$ cat config.mk
export PLATFORM = sky130hd
export DESIGN_NAME = bspq_cell
export DESIGN_NICKNAME = d
export VERILOG_FILES = /design/src/design/bounded_stable_priority_queue_macros.svh /design/src/design/bspq_pkg.sv /design/src/design/bspq_cell.sv
export SDC_FILE = /design/constraint.sdc
export NUM_CORES = 1
export LEC_CHECK = 0
export ABC_AREA = 1
export BUFFER_PORTS_ARGS = -buffer_cell sky130_fd_sc_hd__buf_2
export CORE_AREA = 10 10 145 147
export CTS_CLUSTER_SIZE = 25
export DETAILED_ROUTE_END_ITERATION = 10
export DIE_AREA = 0 0 155 157
export PLACE_DENSITY = 0.7
export RECOVER_POWER = 50
export SETUP_SLACK_MARGIN = 0.2
export SLEW_MARGIN = 20
export SYNTH_ARGS = -nofsm -noshare
export SYNTH_HDL_FRONTEND = slang
export SYNTH_SLANG_ARGS = --single-unit
$ cat constraint.sdc
create_clock -name clk -period 6.9 [get_ports clk]
set_clock_uncertainty 0.1 [all_clocks]
set_input_delay 1.035 -clock clk [delete_from_list [all_inputs] [get_ports clk]]
set_output_delay 1.035 -clock clk [all_outputs]
set_load 0.02 [all_outputs]
$ cat src/design/bounded_stable_priority_queue_macros.svh
// Assertion macros used by the priority queue top-level design file.
`ifndef BOUNDED_STABLE_PRIORITY_QUEUE_MACROS_SVH
`define BOUNDED_STABLE_PRIORITY_QUEUE_MACROS_SVH

// Same-cycle implication, sampled on clk, off during rst.
`define BSPQ_ASSERT_NOW(lbl, ante, cons, msg) \
  lbl: assert property (@(posedge clk) disable iff (rst) (ante) |-> (cons)) else $error(msg);

// Next-cycle implication, sampled on clk, off during rst.
`define BSPQ_ASSERT_NEXT(lbl, ante, cons, msg) \
  lbl: assert property (@(posedge clk) disable iff (rst) (ante) |=> (cons)) else $error(msg);

`endif

$ cat src/design/bspq_pkg.sv
// Shared types and constants for the sorted priority queue.
package bspq_pkg;

  localparam int KEY_W       = 32;
  localparam int PAY_W       = 64;
  localparam int DEF_CAPACITY = 128;

  // Request operation codes
  localparam logic OP_INSERT  = 1'b0;
  localparam logic OP_EXTRACT = 1'b1;

  // Result status codes
  localparam logic [1:0] ST_OK    = 2'd0;
  localparam logic [1:0] ST_FULL  = 2'd1;
  localparam logic [1:0] ST_EMPTY = 2'd2;

  // Contents of one cell of the sorted row
  typedef struct packed {
    logic                    valid;
    logic signed [KEY_W-1:0] key;
    logic [PAY_W-1:0]        payload;
  } entry_t;

  // Command broadcast to every cell
  typedef struct packed {
    logic                    ins;
    logic                    ext;
    logic signed [KEY_W-1:0] key;
    logic [PAY_W-1:0]        payload;
  } cmd_t;

endpackage

$ cat src/design/bspq_cell.sv
// One cell of the sorted row: holds an entry and shifts with its neighbors.
module bspq_cell
  import bspq_pkg::*;
(
  input  logic   clk,
  input  logic   rst,
  input  cmd_t   cmd,
  input  entry_t left_q,
  input  logic   left_gt,
  input  entry_t right_q,
  output logic   gt,
  output entry_t q
);

  entry_t q_next;

  // Cell is behind the insert point: empty or strictly larger key
  assign gt = !q.valid || (q.key > cmd.key);

  // Insert: shift right from the insert point; extract: shift left
  always_comb begin
    q_next = q;
    if (cmd.ins) begin
      if (gt) begin
        if (left_gt) begin
          q_next = left_q;
        end else begin
          q_next.valid   = 1'b1;
          q_next.key     = cmd.key;
          q_next.payload = cmd.payload;
        end
      end
    end else if (cmd.ext) begin
      q_next = right_q;
    end
  end

  // Valid flag is control state
  always_ff @(posedge clk) begin
    if (rst) begin
      q.valid <= 1'b0;
    end else begin
      q.valid <= q_next.valid;
    end
  end

  // Key and payload need no reset
  always_ff @(posedge clk) begin
    q.key     <= q_next.key;
    q.payload <= q_next.payload;
  end

endmodule

==> Word level (Yosys, flattened, before mapping) <==
Cells that the tools add are included.
Widths: inputs -> output; s select.
{ "totals": {"regBits": 97, "output_inout_bits": 98, "elab_cells": 13} }
{ "classes": {"magnitude_cmp": 1, "n_eq_ne": 1, "muxes": 4, "n_reduce_logical": 4} }
{ "op_table": {"columns": ["operator", "n"], "rows": [
  ["$mux 97", 4],
  ["$gt 32x32->1", 1],
  ["$ne 2x1->1 const B", 1],
  ["$reduce_and 2->1", 1],
  ["$reduce_bool 2->1", 1],
  ["$logic_not 1->1", 1],
  ["$logic_or 1x1->1", 1]
]} }

==> Depth between registers and ports, before layout <==
{ "logic_depth": {"depth_word": 4, "mapped_depth": 20, "mapped_depth_nobuf": 20} }

==> Worst setup path before layout <==
No wires, ideal clock.
{ "synth_timing": {"kind": "input port to flip-flop", "start": "input cmd[95] (netlist name)", "end": "register q[0] (netlist name), enable pin", "setup_time_ns": 0.465, "t_arrival_ns": 4.323, "t_required_ns": 6.335, "setup_slack_ns": 2.012, "cell_stages": 13, "path_buffers": 0, "cell_sequence": "inv_1 > ha_1 > nand2_1 > nor2_2 > nand2_2 > nor2_2 > nand2_1 > nand2_1 > nand2_1 > nand2_1 > nand2_2 > nand3_2 > and2_1"} }
{ "synth_between": {"elab_chain_len": 4} }
{ "synth_lines": {"columns": ["element", "line", "rtl"], "rows": [
  ["start: declaration", "bspq_cell.sv:7", "input cmd_t cmd,"],
  ["$gt 32x32->1", "bspq_cell.sv:18", "assign gt = !q.valid || (q.key > cmd.key);"],
  ["$logic_or 1x1->1", "bspq_cell.sv:18", null],
  ["$ne 2x1->1 (no line)", null, null],
  ["$reduce_and 2->1 (no line)", null, null],
  ["end: declaration", "bspq_cell.sv:12", "output entry_t q"]
]} }
No other way between the ends.
A chain may end at the register's enable or synchronous reset.

==> Worst setup path in the final report <==
{ "layout_timing": {"start": "input cmd[85] (netlist name)", "end": "register q[37] (netlist name), enable pin"} }
Same word-level chain as after synthesis.

==> metrics.csv <==
metric,value,unit
status,finished clean,
die_h,157,um
htree_levels,3,
antenna_found_initial,6,
cts_setup_buffers,0,
cts.sinks,97,
synth_edf_count,96,
synth_seq_cells,97,
dp.cells,1273,
yosys_warnings,0,
r2r_end,q[37]$_DFFE_PP_,
dr_total_vias,6221,
synthArstFlopShare,0,%
power.leakage,3.70,nW
worst_slew_pin_slew,919,ps
syn_area,5740,um2
wl,23.1,mm
gr-total-overflow,0,
p_per_area,212,nW/um2
top_regs,q: 97 flops,
worstRegToRegCells,12,
fin_ws,3100,ps
clkTransAtPathRegs,60,ps
slew_viol_final,0,
hold_class,reg2reg,
crit_required,6780,ps
cp-end-kind,flip-flop,
relSlewSlack,38.8,%
grt_max_degree,99,
rsz0062_at_grt,no,
max_cap_viol_count,0,
final_cells,1293,
largest_reg_flops,97,
dp_hpwl,18.4,mm
cts_root_buf,clkbuf_16,
worstSetupPathType,in2reg,
min_from,q[96]$_SDFFE_PP0P_,
worst_hold_path.num_cells,4,
setup_tns,0,ps
grt_use_total,17.4,%
grt_pass1_vias,6205,
final_cell_area,8000,um2
cts.path.max_buffers,2,
synth_fp_nets,1011,
path_max_fanout,54,
coreArea,18300,um2
postRouteAntennaNets,0,
yosysSeqAreaShare,50.6,%
std_cell_rows,50,
postSynthAreaPerCell,8.39,um2
whs,513,ps
drt_iter0_markers,306,
fin_crit,3800,ps
final_util,43.7,%
cts_resized,0,
setup_viol,0,
final_layout_size_suffix_gt1_share,30.6,%
synth-main-ff-cell,edfxtp_1,
grt_pass1_wl,33.6,mm
drcViolationCount,0,
whs_endpoint,q[96]$_SDFFE_PP0P_,
cts_hold_buffers,0,
layout_commonest_cell,buf_2,
io_buffers,392,
final_cell_mix,"buf_2, o21ai_0, nand2_1",
worstSetupStartpointType,input pin,
start_util,31.3,%
cts_tree,built,
wl_per_cell,17.9,um
fmax,0.263,GHz
ioPinCount,393,
synthesis.instances,684,
die_area,24300,um2
place_congestion,0.889,
crit_start,cmd[85],
syn_to_final_growth,39.5,%
vdd.ir_drop.worst,0.120,mV
total_power,1.69,mW
regMostFlops,q,
fin_crit_sh,55.1,%
clk_latency,350,ps
placed_area,7840,um2
vias_per_cell,4.81,
cp.arrival,3680,ps
ys_types,26,
place_ws,2800,ps
final_nets,1377,
first_pass_iters,5,
reg2reg_setup_slack,3540,ps
reg2reg_from,q[85]$_DFFE_PP_,
numCtsBuffers,9,
hold_viol,0,
fp.dieW,155,um
[synth_stat cells (2+ instances only)]
cell type    n  area (um2)
a21oi_1     12        60.1
buf_2        8        40.0
buf_4        6        45.0
clkbuf_1    27         101
clkinv_1     2        7.51
edfxtp_1    96        2880
ha_1        32         400
inv_1       40         150
inv_2        2        7.51
nand2_1    138         518
nand2_2      2        12.5
nand3_1      3        15.0
nand3_2      2        20.0
nand4_1      2        12.5
nor2_1     108         405
nor2_2       2        12.5
o21ai_0    171         856
o21ai_1     23         115
[layout make-up]
type,count,area (um2)
fill,1889,10300
sequential,97,2900
multi-input combinational,501,2460
timing repair buffer,397,1880
tap,234,293
clock buffer,10,229
inverter,44,168
clock inverter,5,57.6
antenna,5,12.5
[worst max-delay path by stage]
| stage | end | slack (ps) | cells after the start |
|---|---|---|---|
| final | q[37]$_DFFE_PP_ | 3100 | 14 |
| after CTS | q[37]$_DFFE_PP_ | 3160 | 14 |
| after floorplan | q[0]$_DFFE_PP_ | 2010 | 13 |
| after global placement | q[4]$_DFFE_PP_ | 2830 | 6 |
| after global routing | q[37]$_DFFE_PP_ | 2760 | 14 |
| after detailed placement | q[24]$_DFFE_PP_ | 2800 | 14 |
[worst max-delay path, cell delays in order]
cell and delay (ps):
clkbuf_1 110, inv_1 50, ha_1 300, a21oi_1 160
nor2_1 60, nor2_1 120, nand3_1 90, a21oi_1 160
nand3_1 90, nand2_1 70, nand2_1 60, nand3_1 100
and2_4 640, buf_4 610
[cells by family after synthesis]
kind of cell / count (synthesis) / share of synthesized area, %
AOI/OAI and AO/OA: 210 / 18.5
adders and majority gates: 32 / 6.98
buffers and inverters: 86 / 6.33
DFF: 97 / 50.6
and+or+nand+nor: 259 / 17.6
[power by group]
group	leakage (nW)	switching, mW	internal, mW	total, mW
sequential	0.987	0.0276	0.738	0.765
clock	0.132	0.213	0.279	0.492
combinational	2.58	0.288	0.149	0.437
[metal layers]
metal / global-route usage (%) / share of wire, %
met2: 30.2 / 51
met3: 7.67 / 11
met4: 4.45 / 1.2
met1: 19.0 / 37
met5: 0 / 0
No activity file was read; power rests on OpenSTA's default activity.
